### src/hdl/s256mh_pkg.sv
`default_nettype none
package s256mh_pkg;

  typedef enum logic [2:0] {
    ST_IDLE,
    ST_PAD,
    ST_ROUND,
    ST_FOLD,
    ST_EMIT
  } state_t;

  typedef logic [31:0] word_t;

  localparam logic [7:0] PAD_MARK = 8'h80;
  localparam logic [5:0] LEN_START = 6'd56;
  localparam logic [5:0] LAST_BYTE = 6'd63;
  localparam logic [5:0] LAST_ROUND = 6'd63;
  localparam logic [2:0] LAST_POS = 3'd7;
  localparam logic [63:0] BITS_PER_BYTE = 64'd8;

  localparam word_t INIT_HASH [8] = '{
    32'h6a09e667, 32'hbb67ae85, 32'h3c6ef372, 32'ha54ff53a,
    32'h510e527f, 32'h9b05688c, 32'h1f83d9ab, 32'h5be0cd19
  };

  localparam word_t ROUND_K [64] = '{
    32'h428a2f98, 32'h71374491, 32'hb5c0fbcf, 32'he9b5dba5,
    32'h3956c25b, 32'h59f111f1, 32'h923f82a4, 32'hab1c5ed5,
    32'hd807aa98, 32'h12835b01, 32'h243185be, 32'h550c7dc3,
    32'h72be5d74, 32'h80deb1fe, 32'h9bdc06a7, 32'hc19bf174,
    32'he49b69c1, 32'hefbe4786, 32'h0fc19dc6, 32'h240ca1cc,
    32'h2de92c6f, 32'h4a7484aa, 32'h5cb0a9dc, 32'h76f988da,
    32'h983e5152, 32'ha831c66d, 32'hb00327c8, 32'hbf597fc7,
    32'hc6e00bf3, 32'hd5a79147, 32'h06ca6351, 32'h14292967,
    32'h27b70a85, 32'h2e1b2138, 32'h4d2c6dfc, 32'h53380d13,
    32'h650a7354, 32'h766a0abb, 32'h81c2c92e, 32'h92722c85,
    32'ha2bfe8a1, 32'ha81a664b, 32'hc24b8b70, 32'hc76c51a3,
    32'hd192e819, 32'hd6990624, 32'hf40e3585, 32'h106aa070,
    32'h19a4c116, 32'h1e376c08, 32'h2748774c, 32'h34b0bcb5,
    32'h391c0cb3, 32'h4ed8aa4a, 32'h5b9cca4f, 32'h682e6ff3,
    32'h748f82ee, 32'h78a5636f, 32'h84c87814, 32'h8cc70208,
    32'h90befffa, 32'ha4506ceb, 32'hbef9a3f7, 32'hc67178f2
  };

  function automatic word_t ror(input word_t x, input int unsigned n);
    ror = (x >> n) | (x << (32 - n));
  endfunction

  function automatic word_t big_sigma0(input word_t x);
    big_sigma0 = ror(x, 2) ^ ror(x, 13) ^ ror(x, 22);
  endfunction

  function automatic word_t big_sigma1(input word_t x);
    big_sigma1 = ror(x, 6) ^ ror(x, 11) ^ ror(x, 25);
  endfunction

  function automatic word_t small_sigma0(input word_t x);
    small_sigma0 = ror(x, 7) ^ ror(x, 18) ^ (x >> 3);
  endfunction

  function automatic word_t small_sigma1(input word_t x);
    small_sigma1 = ror(x, 17) ^ ror(x, 19) ^ (x >> 10);
  endfunction

endpackage
`default_nettype wire

### src/hdl/s256mh_if.sv
`default_nettype none
interface s256mh_in_if;
  logic       valid;
  logic       ready;
  logic [7:0] data_byte;
  logic       byte_present;
  logic       end_of_message;

  modport source (output valid, data_byte, byte_present, end_of_message, input ready);
  modport sink (input valid, data_byte, byte_present, end_of_message, output ready);
endinterface

interface s256mh_out_if;
  logic        valid;
  logic        ready;
  logic [31:0] digest_word;
  logic [2:0]  word_position;
  logic        last_word;

  modport source (output valid, digest_word, word_position, last_word, input ready);
  modport sink (input valid, digest_word, word_position, last_word, output ready);
endinterface
`default_nettype wire

### src/hdl/sha256_message_hasher.sv
// a byte that does not close a block is taken into the block buffer in the idle state; a byte that closes a
//   block starts the load, the 64 rounds on the single round unit, and the fold
// end of message: the pad state fills each buffer byte left, over one or two blocks, then the rounds and fold
//   run per padded block, then 8 digest beats, one per cycle when out is ready
// input: no bytes are taken while a block runs its rounds and fold on the round unit
// reset: synchronous active-low rst_n restores the initial hash and clears length and fill
`default_nettype none
module sha256_message_hasher (
  input  wire             clk,
  input  wire             rst_n,
  s256mh_in_if.sink       in_ch,
  s256mh_out_if.source    out_ch
);

  s256mh_pkg::state_t state_r, state_nxt;

  logic [511:0]          blk_r;
  logic [5:0]            fill_r;
  logic [63:0]           bits_r;
  s256mh_pkg::word_t     chain_r [8];
  s256mh_pkg::word_t     a_r, b_r, c_r, d_r, e_r, f_r, g_r, h_r;
  logic [5:0]            rnd_r;
  logic                  fin_r;
  logic                  mark_r;
  logic                  lenhere_r;
  logic                  out_valid_r;
  s256mh_pkg::word_t     out_word_r;
  logic [2:0]            widx_r;

  logic                  in_acc;
  logic                  shift_byte;
  logic [7:0]            shift_val;
  logic [7:0]            pad_byte;
  logic [7:0]            len_byte;
  logic                  blk_full;
  logic                  load_work;
  s256mh_pkg::word_t     w0, w1, w9, w14, w_new, t1, t2;
  s256mh_pkg::word_t     fold_sum [8];

  assign in_acc = in_ch.valid && in_ch.ready;

  // schedule window taps, word j of the window sits at blk_r[511-32j -: 32]
  assign w0  = blk_r[511:480];
  assign w1  = blk_r[479:448];
  assign w9  = blk_r[223:192];
  assign w14 = blk_r[63:32];

  assign w_new = s256mh_pkg::small_sigma1(w14) + w9 + s256mh_pkg::small_sigma0(w1) + w0;
  assign t1 = h_r + s256mh_pkg::big_sigma1(e_r) + ((e_r & f_r) ^ (~e_r & g_r))
            + s256mh_pkg::ROUND_K[rnd_r] + w0;
  assign t2 = s256mh_pkg::big_sigma0(a_r) + ((a_r & b_r) ^ (a_r & c_r) ^ (b_r & c_r));

  assign fold_sum[0] = chain_r[0] + a_r;
  assign fold_sum[1] = chain_r[1] + b_r;
  assign fold_sum[2] = chain_r[2] + c_r;
  assign fold_sum[3] = chain_r[3] + d_r;
  assign fold_sum[4] = chain_r[4] + e_r;
  assign fold_sum[5] = chain_r[5] + f_r;
  assign fold_sum[6] = chain_r[6] + g_r;
  assign fold_sum[7] = chain_r[7] + h_r;

  assign len_byte = 8'(bits_r >> {3'd7 - fill_r[2:0], 3'b000});

  always_comb begin
    if (mark_r) begin
      pad_byte = s256mh_pkg::PAD_MARK;
    end else if (lenhere_r && (fill_r >= s256mh_pkg::LEN_START)) begin
      pad_byte = len_byte;
    end else begin
      pad_byte = 8'h00;
    end
  end

  // next state
  always_comb begin
    state_nxt = state_r;
    unique case (state_r)
      s256mh_pkg::ST_IDLE: begin
        if (in_acc) begin
          if (in_ch.byte_present && (fill_r == s256mh_pkg::LAST_BYTE)) begin
            state_nxt = s256mh_pkg::ST_ROUND;
          end else if (in_ch.end_of_message) begin
            state_nxt = s256mh_pkg::ST_PAD;
          end
        end
      end
      s256mh_pkg::ST_PAD: begin
        if (fill_r == s256mh_pkg::LAST_BYTE) begin
          state_nxt = s256mh_pkg::ST_ROUND;
        end
      end
      s256mh_pkg::ST_ROUND: begin
        if (rnd_r == s256mh_pkg::LAST_ROUND) begin
          state_nxt = s256mh_pkg::ST_FOLD;
        end
      end
      s256mh_pkg::ST_FOLD: begin
        if (!fin_r) begin
          state_nxt = s256mh_pkg::ST_IDLE;
        end else if (lenhere_r) begin
          state_nxt = s256mh_pkg::ST_EMIT;
        end else begin
          state_nxt = s256mh_pkg::ST_PAD;
        end
      end
      s256mh_pkg::ST_EMIT: begin
        if (out_ch.ready && (widx_r == s256mh_pkg::LAST_POS)) begin
          state_nxt = s256mh_pkg::ST_IDLE;
        end
      end
      default: state_nxt = s256mh_pkg::ST_IDLE;
    endcase
  end

  // control outputs
  always_comb begin
    in_ch.ready = 1'b0;
    shift_byte  = 1'b0;
    shift_val   = pad_byte;
    unique case (state_r)
      s256mh_pkg::ST_IDLE: begin
        in_ch.ready = 1'b1;
        shift_byte  = in_acc && in_ch.byte_present;
        shift_val   = in_ch.data_byte;
      end
      s256mh_pkg::ST_PAD: begin
        shift_byte = 1'b1;
      end
      default: shift_byte = 1'b0;
    endcase
  end

  assign blk_full  = shift_byte && (fill_r == s256mh_pkg::LAST_BYTE);
  assign load_work = blk_full;

  assign out_ch.valid         = out_valid_r;
  assign out_ch.digest_word   = out_word_r;
  assign out_ch.word_position = widx_r;
  assign out_ch.last_word     = (widx_r == s256mh_pkg::LAST_POS);

  always_ff @(posedge clk) begin
    if (!rst_n) begin
      state_r     <= s256mh_pkg::ST_IDLE;
      fill_r      <= '0;
      bits_r      <= '0;
      chain_r     <= s256mh_pkg::INIT_HASH;
      rnd_r       <= '0;
      fin_r       <= 1'b0;
      mark_r      <= 1'b0;
      lenhere_r   <= 1'b0;
      out_valid_r <= 1'b0;
      widx_r      <= '0;
    end else begin
      state_r <= state_nxt;

      if (shift_byte) begin
        fill_r <= fill_r + 6'd1;
      end

      if (state_r == s256mh_pkg::ST_IDLE && in_acc) begin
        if (in_ch.byte_present) begin
          bits_r <= bits_r + s256mh_pkg::BITS_PER_BYTE;
        end
        fin_r     <= in_ch.end_of_message;
        mark_r    <= in_ch.end_of_message;
        lenhere_r <= 1'b0;
      end

      // the mark decides whether the length fits behind it in this block
      if (state_r == s256mh_pkg::ST_PAD && mark_r) begin
        mark_r    <= 1'b0;
        lenhere_r <= (fill_r < s256mh_pkg::LEN_START);
      end

      if (state_r == s256mh_pkg::ST_ROUND) begin
        rnd_r <= rnd_r + 6'd1;
      end

      if (state_r == s256mh_pkg::ST_FOLD) begin
        chain_r <= fold_sum;
        if (fin_r && !lenhere_r && !mark_r) begin
          lenhere_r <= 1'b1;
        end
        if (fin_r && lenhere_r) begin
          out_valid_r <= 1'b1;
          widx_r      <= '0;
        end
      end

      if (state_r == s256mh_pkg::ST_EMIT && out_ch.ready) begin
        if (widx_r == s256mh_pkg::LAST_POS) begin
          out_valid_r <= 1'b0;
          widx_r      <= '0;
          chain_r     <= s256mh_pkg::INIT_HASH;
          bits_r      <= '0;
          fin_r       <= 1'b0;
          lenhere_r   <= 1'b0;
        end else begin
          widx_r <= widx_r + 3'd1;
        end
      end
    end
  end

  // payload registers
  always_ff @(posedge clk) begin
    if (shift_byte) begin
      blk_r <= {blk_r[503:0], shift_val};
    end else if (state_r == s256mh_pkg::ST_ROUND) begin
      blk_r <= {blk_r[479:0], w_new};
    end

    if (load_work) begin
      a_r <= chain_r[0];
      b_r <= chain_r[1];
      c_r <= chain_r[2];
      d_r <= chain_r[3];
      e_r <= chain_r[4];
      f_r <= chain_r[5];
      g_r <= chain_r[6];
      h_r <= chain_r[7];
    end else if (state_r == s256mh_pkg::ST_ROUND) begin
      h_r <= g_r;
      g_r <= f_r;
      f_r <= e_r;
      e_r <= d_r + t1;
      d_r <= c_r;
      c_r <= b_r;
      b_r <= a_r;
      a_r <= t1 + t2;
    end

    if (state_r == s256mh_pkg::ST_FOLD) begin
      out_word_r <= fold_sum[0];
    end else if (state_r == s256mh_pkg::ST_EMIT && out_ch.ready
                 && (widx_r != s256mh_pkg::LAST_POS)) begin
      out_word_r <= chain_r[widx_r + 3'd1];
    end
  end

endmodule
`default_nettype wire

### src/flat_wrapper.sv
// flat-port wrapper written by rule: the top's interface ports become plain ports
module sha256_message_hasher_flat 
  (clk, rst_n, in_ch_valid, in_ch_data_byte, in_ch_byte_present, in_ch_end_of_message, in_ch_ready, out_ch_valid, out_ch_digest_word, out_ch_word_position, out_ch_last_word, out_ch_ready);
  s256mh_in_if in_ch_i ();
  s256mh_out_if out_ch_i ();
  input  wire clk;
  input  wire rst_n;
  input wire logic [$bits(in_ch_i.valid)-1:0] in_ch_valid;
  input wire logic [$bits(in_ch_i.data_byte)-1:0] in_ch_data_byte;
  input wire logic [$bits(in_ch_i.byte_present)-1:0] in_ch_byte_present;
  input wire logic [$bits(in_ch_i.end_of_message)-1:0] in_ch_end_of_message;
  output wire logic [$bits(in_ch_i.ready)-1:0] in_ch_ready;
  output wire logic [$bits(out_ch_i.valid)-1:0] out_ch_valid;
  output wire logic [$bits(out_ch_i.digest_word)-1:0] out_ch_digest_word;
  output wire logic [$bits(out_ch_i.word_position)-1:0] out_ch_word_position;
  output wire logic [$bits(out_ch_i.last_word)-1:0] out_ch_last_word;
  input wire logic [$bits(out_ch_i.ready)-1:0] out_ch_ready;
  assign in_ch_i.valid = in_ch_valid;
  assign in_ch_i.data_byte = in_ch_data_byte;
  assign in_ch_i.byte_present = in_ch_byte_present;
  assign in_ch_i.end_of_message = in_ch_end_of_message;
  assign in_ch_ready = in_ch_i.ready;
  assign out_ch_valid = out_ch_i.valid;
  assign out_ch_digest_word = out_ch_i.digest_word;
  assign out_ch_word_position = out_ch_i.word_position;
  assign out_ch_last_word = out_ch_i.last_word;
  assign out_ch_i.ready = out_ch_ready;
  sha256_message_hasher u_core (.clk(clk), .rst_n(rst_n), .in_ch(in_ch_i), .out_ch(out_ch_i));
endmodule
### config.mk
export PLATFORM = sky130hd
export DESIGN_NAME = sha256_message_hasher_flat
export DESIGN_NICKNAME = d
export VERILOG_FILES = /design/src/hdl/s256mh_pkg.sv /design/src/hdl/s256mh_if.sv /design/src/hdl/sha256_message_hasher.sv /design/src/flat_wrapper.sv
export SDC_FILE = /design/constraint.sdc
export NUM_CORES = 2
export LEC_CHECK = 0
export ABC_CLOCK_PERIOD_IN_PS = 13800
export BUFFER_PORTS_ARGS = -buffer_cell sky130_fd_sc_hd__buf_2
export CAP_MARGIN = 20
export CORE_ASPECT_RATIO = 0.7
export CORE_MARGIN = 3
export CORE_UTILIZATION = 58
export CTS_CLUSTER_SIZE = 25
export DETAILED_ROUTE_END_ITERATION = 8
export HOLD_SLACK_MARGIN = 0.06
export PLACE_DENSITY = 0.73
export SYNTH_ARGS = -nofsm -noshare
export SYNTH_HDL_FRONTEND = slang
export SYNTH_SLANG_ARGS = --single-unit
export TNS_END_PERCENT = 1
### constraint.sdc
create_clock -name clk -period 13.8 [get_ports clk]
set_clock_uncertainty 0.2 [all_clocks]
set_input_delay 1.38 -clock clk [delete_from_list [all_inputs] [get_ports clk]]
set_output_delay 1.38 -clock clk [all_outputs]
set_load 0.02 [all_outputs]
Word level (Yosys, flattened, before mapping):

Memory sizes are Yosys's and may differ from the RTL's.
Index checks and enable logic that the tools add are counted.

* output and inout bits: 38
* memory bits (writable): 0
* register bits after elaboration: 1142
* memories: 1
* latch bits: 0
* bits in read-only memories: 2048
* input port bits: 14
* word-level logic and storage cells: 186

Memories
* (name not given): depth 64, bits a word 32, read ports 1, clocked after memory_dff 0, wr ports 0, RTL line sha256_message_hasher.sv:50 `+ s256mh_pkg::ROUND_K[rnd_r] + w0;`

* div/mod/pow operators: 0
* reductions and logical operators: 24
* equal/unequal tests: 13
* $add $sub $neg: 23
* magnitude comparators: 4
* mux-type cells: 63
* bitwise operators: 30
* $mul: 0
* shift-type cells: 1

Operators with widths (number)
* $mux 512: 2
* $mux 256: 3
* $mux 32: 22
* $add 32x32->32: 18
* $xor 32x32->32: 9
* $mux 64: 4
* $and 32x32->32: 5
* $bmux 32 s3: 1
* $add 64x4->64 const B: 1
* $shr 64x6->8: 1
* $mux 3: 12
* $not 32->32: 1
* $or 10x32->32: 1
* $or 13x32->32: 1
* $or 14x32->32: 1
* $or 15x32->32: 1
* $or 19x32->32: 1
* $or 21x32->32: 1
* $or 25x32->32: 1
* $or 26x32->32: 1
* $or 30x32->32: 1
* $or 7x32->32: 1
* $xor 32x22->32: 1
* $xor 32x29->32: 1
* other kinds (28): 67

Depth between registers and ports, before layout:

* word-level depth: 10
* mapped depth: 41

Least setup slack after synthesis:

Ideal clock, no wire load.

* kind: input to register
* from: in in_ch_valid
* to: reg u_core.blk_r[0] (enable)
* path buffers: 3
* data arrival time: 10805 ps
* path slack: -873 ps
* stages on the path: 6
* cells stage by stage: a21oi_1 > nand2b_1 > clkbuf_1 > clkbuf_1 > clkbuf_1 > nand2_1

* cells in the longest elaborated chain, start to end: 4

RTL lines
* from (decl): RTL line flat_wrapper.sv:8 `input wire logic [$bits(in_ch_i.valid)-1:0] in_ch_valid;`
* $logic_and 1x1->1: RTL line sha256_message_hasher.sv:40 `assign in_acc = in_ch.valid && in_ch.ready;`
* $logic_and 1x1->1: RTL line sha256_message_hasher.sv:123 `shift_byte = in_acc && in_ch.byte_present;`
* $pmux 1 s2: RTL line sha256_message_hasher.sv:120 `unique case (state_r)`
* $reduce_bool 2->1 (no source line)
* to (signal assigned): RTL line sha256_message_hasher.sv:208 `blk_r <= {blk_r[503:0], shift_val};`
* to (signal assigned): RTL line sha256_message_hasher.sv:210 `blk_r <= {blk_r[479:0], w_new};`
* to (decl): RTL line sha256_message_hasher.sv:17 `logic [511:0] blk_r;`

Every way passes these cells.
A chain may end at the register's enable or synchronous reset.

Final worst setup path:

* from: reg u_core.rnd_r[1]
* to: reg u_core.a_r[31] (data pin)

* cells in the longest elaborated chain, start to end: 9

RTL lines
* from (decl): RTL line sha256_message_hasher.sv:22 `logic [5:0] rnd_r;`
* from (signal assigned): RTL line sha256_message_hasher.sv:176 `rnd_r <= rnd_r + 6'd1;`
* $not 6->7 (not written as such): RTL line sha256_message_hasher.sv:50
* $mem_v2 64x32
* $mux 32 (not written as such) (2 in a row): RTL line sha256_message_hasher.sv:50
* $add 32x32->32 (2 in a row): RTL line sha256_message_hasher.sv:50
* $add 32x32->32: RTL line sha256_message_hasher.sv:230 `a_r <= t1 + t2;`
* $mux 32: RTL line sha256_message_hasher.sv:222 `end else if (state_r == s256mh_pkg::ST_ROUND) begin`
* $mux 32: RTL line sha256_message_hasher.sv:213 `if (load_work) begin`
* to (signal assigned): RTL line sha256_message_hasher.sv:214 `a_r <= chain_r[0];`
* to (signal assigned): RTL line sha256_message_hasher.sv:230
* to (decl): RTL line sha256_message_hasher.sv:21 `s256mh_pkg::word_t a_r, b_r, c_r, d_r, e_r, f_r, g_r, h_r;`

Every way passes these cells. The select of a mux whose other input is x is not followed.

==> out/metrics.cfg <==
[detailed_routing]
wl_met2_um=96220
avgRoutedWirePerCell_um=24.93
wirelength_um=249700
drt-initial-drc-count=9274
via_per_inst=6.334
ant_nets=0
drc=0
firstDrtPassIters=7
dr_wl_met3_um=34870
top_layer_used=met5
routed-via-count=63459
met1Wirelength_um=113200

[clock_tree]
cts_max_path_buffers=3
clk_latency_ns=0.79
cts_resized=0
clkTransAtPathRegs_ns=0.07
cts_sinks=1139
htreeDepth=3
post_cts_buffers=0
cts_root_buf=clkbuf_16
ctsHoldBuffers=0
cts_buffers=112
cts_tree=built

[hold_path]
holdPathStages=2
hp-class=reg -> reg

[worst_setup_path]
r2r_end=u_core.a_r[31]$_DFFE_PP_
critical_path_class=reg -> reg
startpoint_type=flip-flop
reg2reg_slack_ns=3.03
endpoint=u_core.a_r[31]$_DFFE_PP_
r2r_cells=38
worstPathRequired_ns=14.12
worstSetupStartpoint=u_core.rnd_r[1]$_SDFFE_PN0P_
critPathCaptureType=flip-flop
slowest_delay_ns=0.81
cp_slowest_cell=ha_1
r2r-start=u_core.rnd_r[1]$_SDFFE_PN0P_
cp_max_fo=24
worstPathArrival_ns=11.09

[final_layout]
largest_reg_flops=512
top_register=u_core.blk_r
drive_gt1_frac=0.05424
final_common_cell=nand2_1
largestRegisters=u_core.blk_r x512, u_core.chain_r x256, u_core.bits_r x61
final_nets=8787
fill_cells=10770
area_delta_synth_final_pct=6.978
layout_common_cells=nand2_1 (2532), edfxtp_1 (800), a21oi_1 (531)

[synth]
synth_edf_count=800
syn_inst=8421
synth_ff_type=edfxtp_1
ys_types=92
ys_seq_area_frac=0.4076
ys_warn_count=0
ys_seq_elements=1139
synthArstFlopShare=0
netlist_area_um2=75600
syn_nets=9027
syn_avg_cell_area_um2=8.977

[timing]
worst_pin_slew_ns=1.178
fmax_mhz=92.86
slew_violations=0
rsz0062_at_grt=false
setup_viol_count_final=0
tns_ns=0
fin_crit_sh=0.7803
timing_hold_violations_final=0
slew_headroom=0.2149
post-route-min-period_ns=10.77

[placement]
place_hpwl_um=183700
io_buffers=51
place.gp.congestion=1.005

[die]
start_util=0.5862
die_width_um=437.5
rows=110
io_pins=52
core-area_um2=129000
die_h_um=308.1
dieArea_um2=134800

[global_routing]
grt_pass1_wl_um=370900
grt_max_degree=231
grt.overflow.total=0
track_usage=0.3636
first_global_vias=56939
antenna_found_initial=13

[flow_run]
cap_violations=0

[run_status]
status=finished, final reports clean

area by class of cell:
cell class / instances / area [µm²] / area share
Inverter: 281 / 1055 / 0.01304
Multi-Input combinational cell: 6518 / 42030 / 0.5197
Tap cell: 1736 / 2172 / 0.02686
Clock inverter: 59 / 775.7 / 0.009592
Clock buffer: 152 / 3084 / 0.03814
Sequential cell: 1139 / 30820 / 0.3811
Antenna cell: 4 / 10.01 / 0.0001238
Timing Repair Buffer: 129 / 922.1 / 0.01140
worst max-delay path: cells and delay by family (launching register included):
| kind | cells | cell delay, ns |
|---|---|---|
| xor+xnor | 3 | 0.43 |
| flops | 1 | 0.31 |
| simple gates | 5 | 0.81 |
| buf+inv | 6 | 1.20 |
| compound gates | 17 | 4.06 |
| fa+ha+maj | 7 | 3.46 |
per-layer routing:
metal,vias up,global-route usage
li1,28627,-
met1,30761,0.5885
met2,3711,0.4731
met3,350,0.1028
met4,10,0.07665
met5,-,0
metrics by stage:
step / setup slack, ns / util / hold WS [ns] / cell area [µm²] / instances
2_1_floorplan: 4.373 / - / 0.2418 / 75600 / 8421
3_3_place_gp: 3.107 / 0.5970 / 0.2329 / 76990 / 9801
3_5_place_dp: 3.339 / 0.5971 / 0.2619 / 77000 / 9803
4_1_cts: 3.314 / 0.6270 / 0.2767 / 80860 / 10014
5_1_grt: 2.461 / 0.6270 / 0.3029 / 80860 / 10015
6_report: 3.031 / 0.6271 / 0.2702 / 80870 / 10018
worst min path at each step:
stage                                   startpoint                              to  slack (ns)
floorplan             u_core.bits_r[63]$_SDFF_PN0_    u_core.bits_r[63]$_SDFF_PN0_        0.24
global placement    u_core.out_ch.valid$_SDFF_PN0_  u_core.out_ch.valid$_SDFF_PN0_        0.23
detailed placement  u_core.out_ch.valid$_SDFF_PN0_  u_core.out_ch.valid$_SDFF_PN0_        0.26
CTS                 u_core.out_ch.valid$_SDFF_PN0_  u_core.out_ch.valid$_SDFF_PN0_        0.28
global route        u_core.out_ch.valid$_SDFF_PN0_  u_core.out_ch.valid$_SDFF_PN0_        0.30
finish              u_core.out_ch.valid$_SDFF_PN0_  u_core.out_ch.valid$_SDFF_PN0_        0.27
synth_stat cells (12+ instances only):
cell type	number	share of area
nand2_1	2535	0.13
edfxtp_1	800	0.32
a21oi_1	531	0.035
clkbuf_1	438	0.022
xnor2_1	402	0.047
ha_1	397	0.066
nor2_1	349	0.017
dfxtp_1	339	0.090
o21ai_0	290	0.019
inv_1	280	0.014
xor2_1	222	0.026
a21o_1	195	0.019
fa_1	195	0.052
nand3_1	118	0.0078
o21ai_1	113	0.0075
o211ai_1	107	0.011
nor3_1	85	0.0056
mux4_2	84	0.025
a211oi_1	75	0.0074
nand2b_1	68	0.0056
mux2i_1	62	0.0082
o21a_1	60	0.0060
nor2b_1	58	0.0048
a31oi_1	53	0.0044
buf_1	43	0.0021
o21bai_1	43	0.0043
and3_1	41	0.0034
nand4_1	37	0.0031
o31ai_1	37	0.0037
or3_1	32	0.0026
and2_1	24	0.0020
maj3_1	24	0.0032
a211o_1	20	0.0023
a221oi_1	19	0.0022
and4_1	15	0.0017
a21boi_0	14	0.0014
o311ai_0	14	0.0016
mux2_2	12	0.0018
nor4_1	12	0.00099
cells by family (layout without fill, tap and decap cells):
family | Yosys count | in the layout | synth area share
adders and majority gates | 616 | 616 | 0.1205
other | 0 | 4 | 0
buffers and inverters | 764 | 621 | 0.03797
DFF | 1139 | 1139 | 0.4076
muxes | 158 | 158 | 0.03502
AOI/OAI and AO/OA | 1702 | 1702 | 0.1414
xor gates and xnor gates | 624 | 624 | 0.07230
and+or+nand+nor | 3418 | 3418 | 0.1853
Power is left out: the tool's default activity adds up to more than one toggle a clock period on the data nets, which glitch-free logic cannot reach.
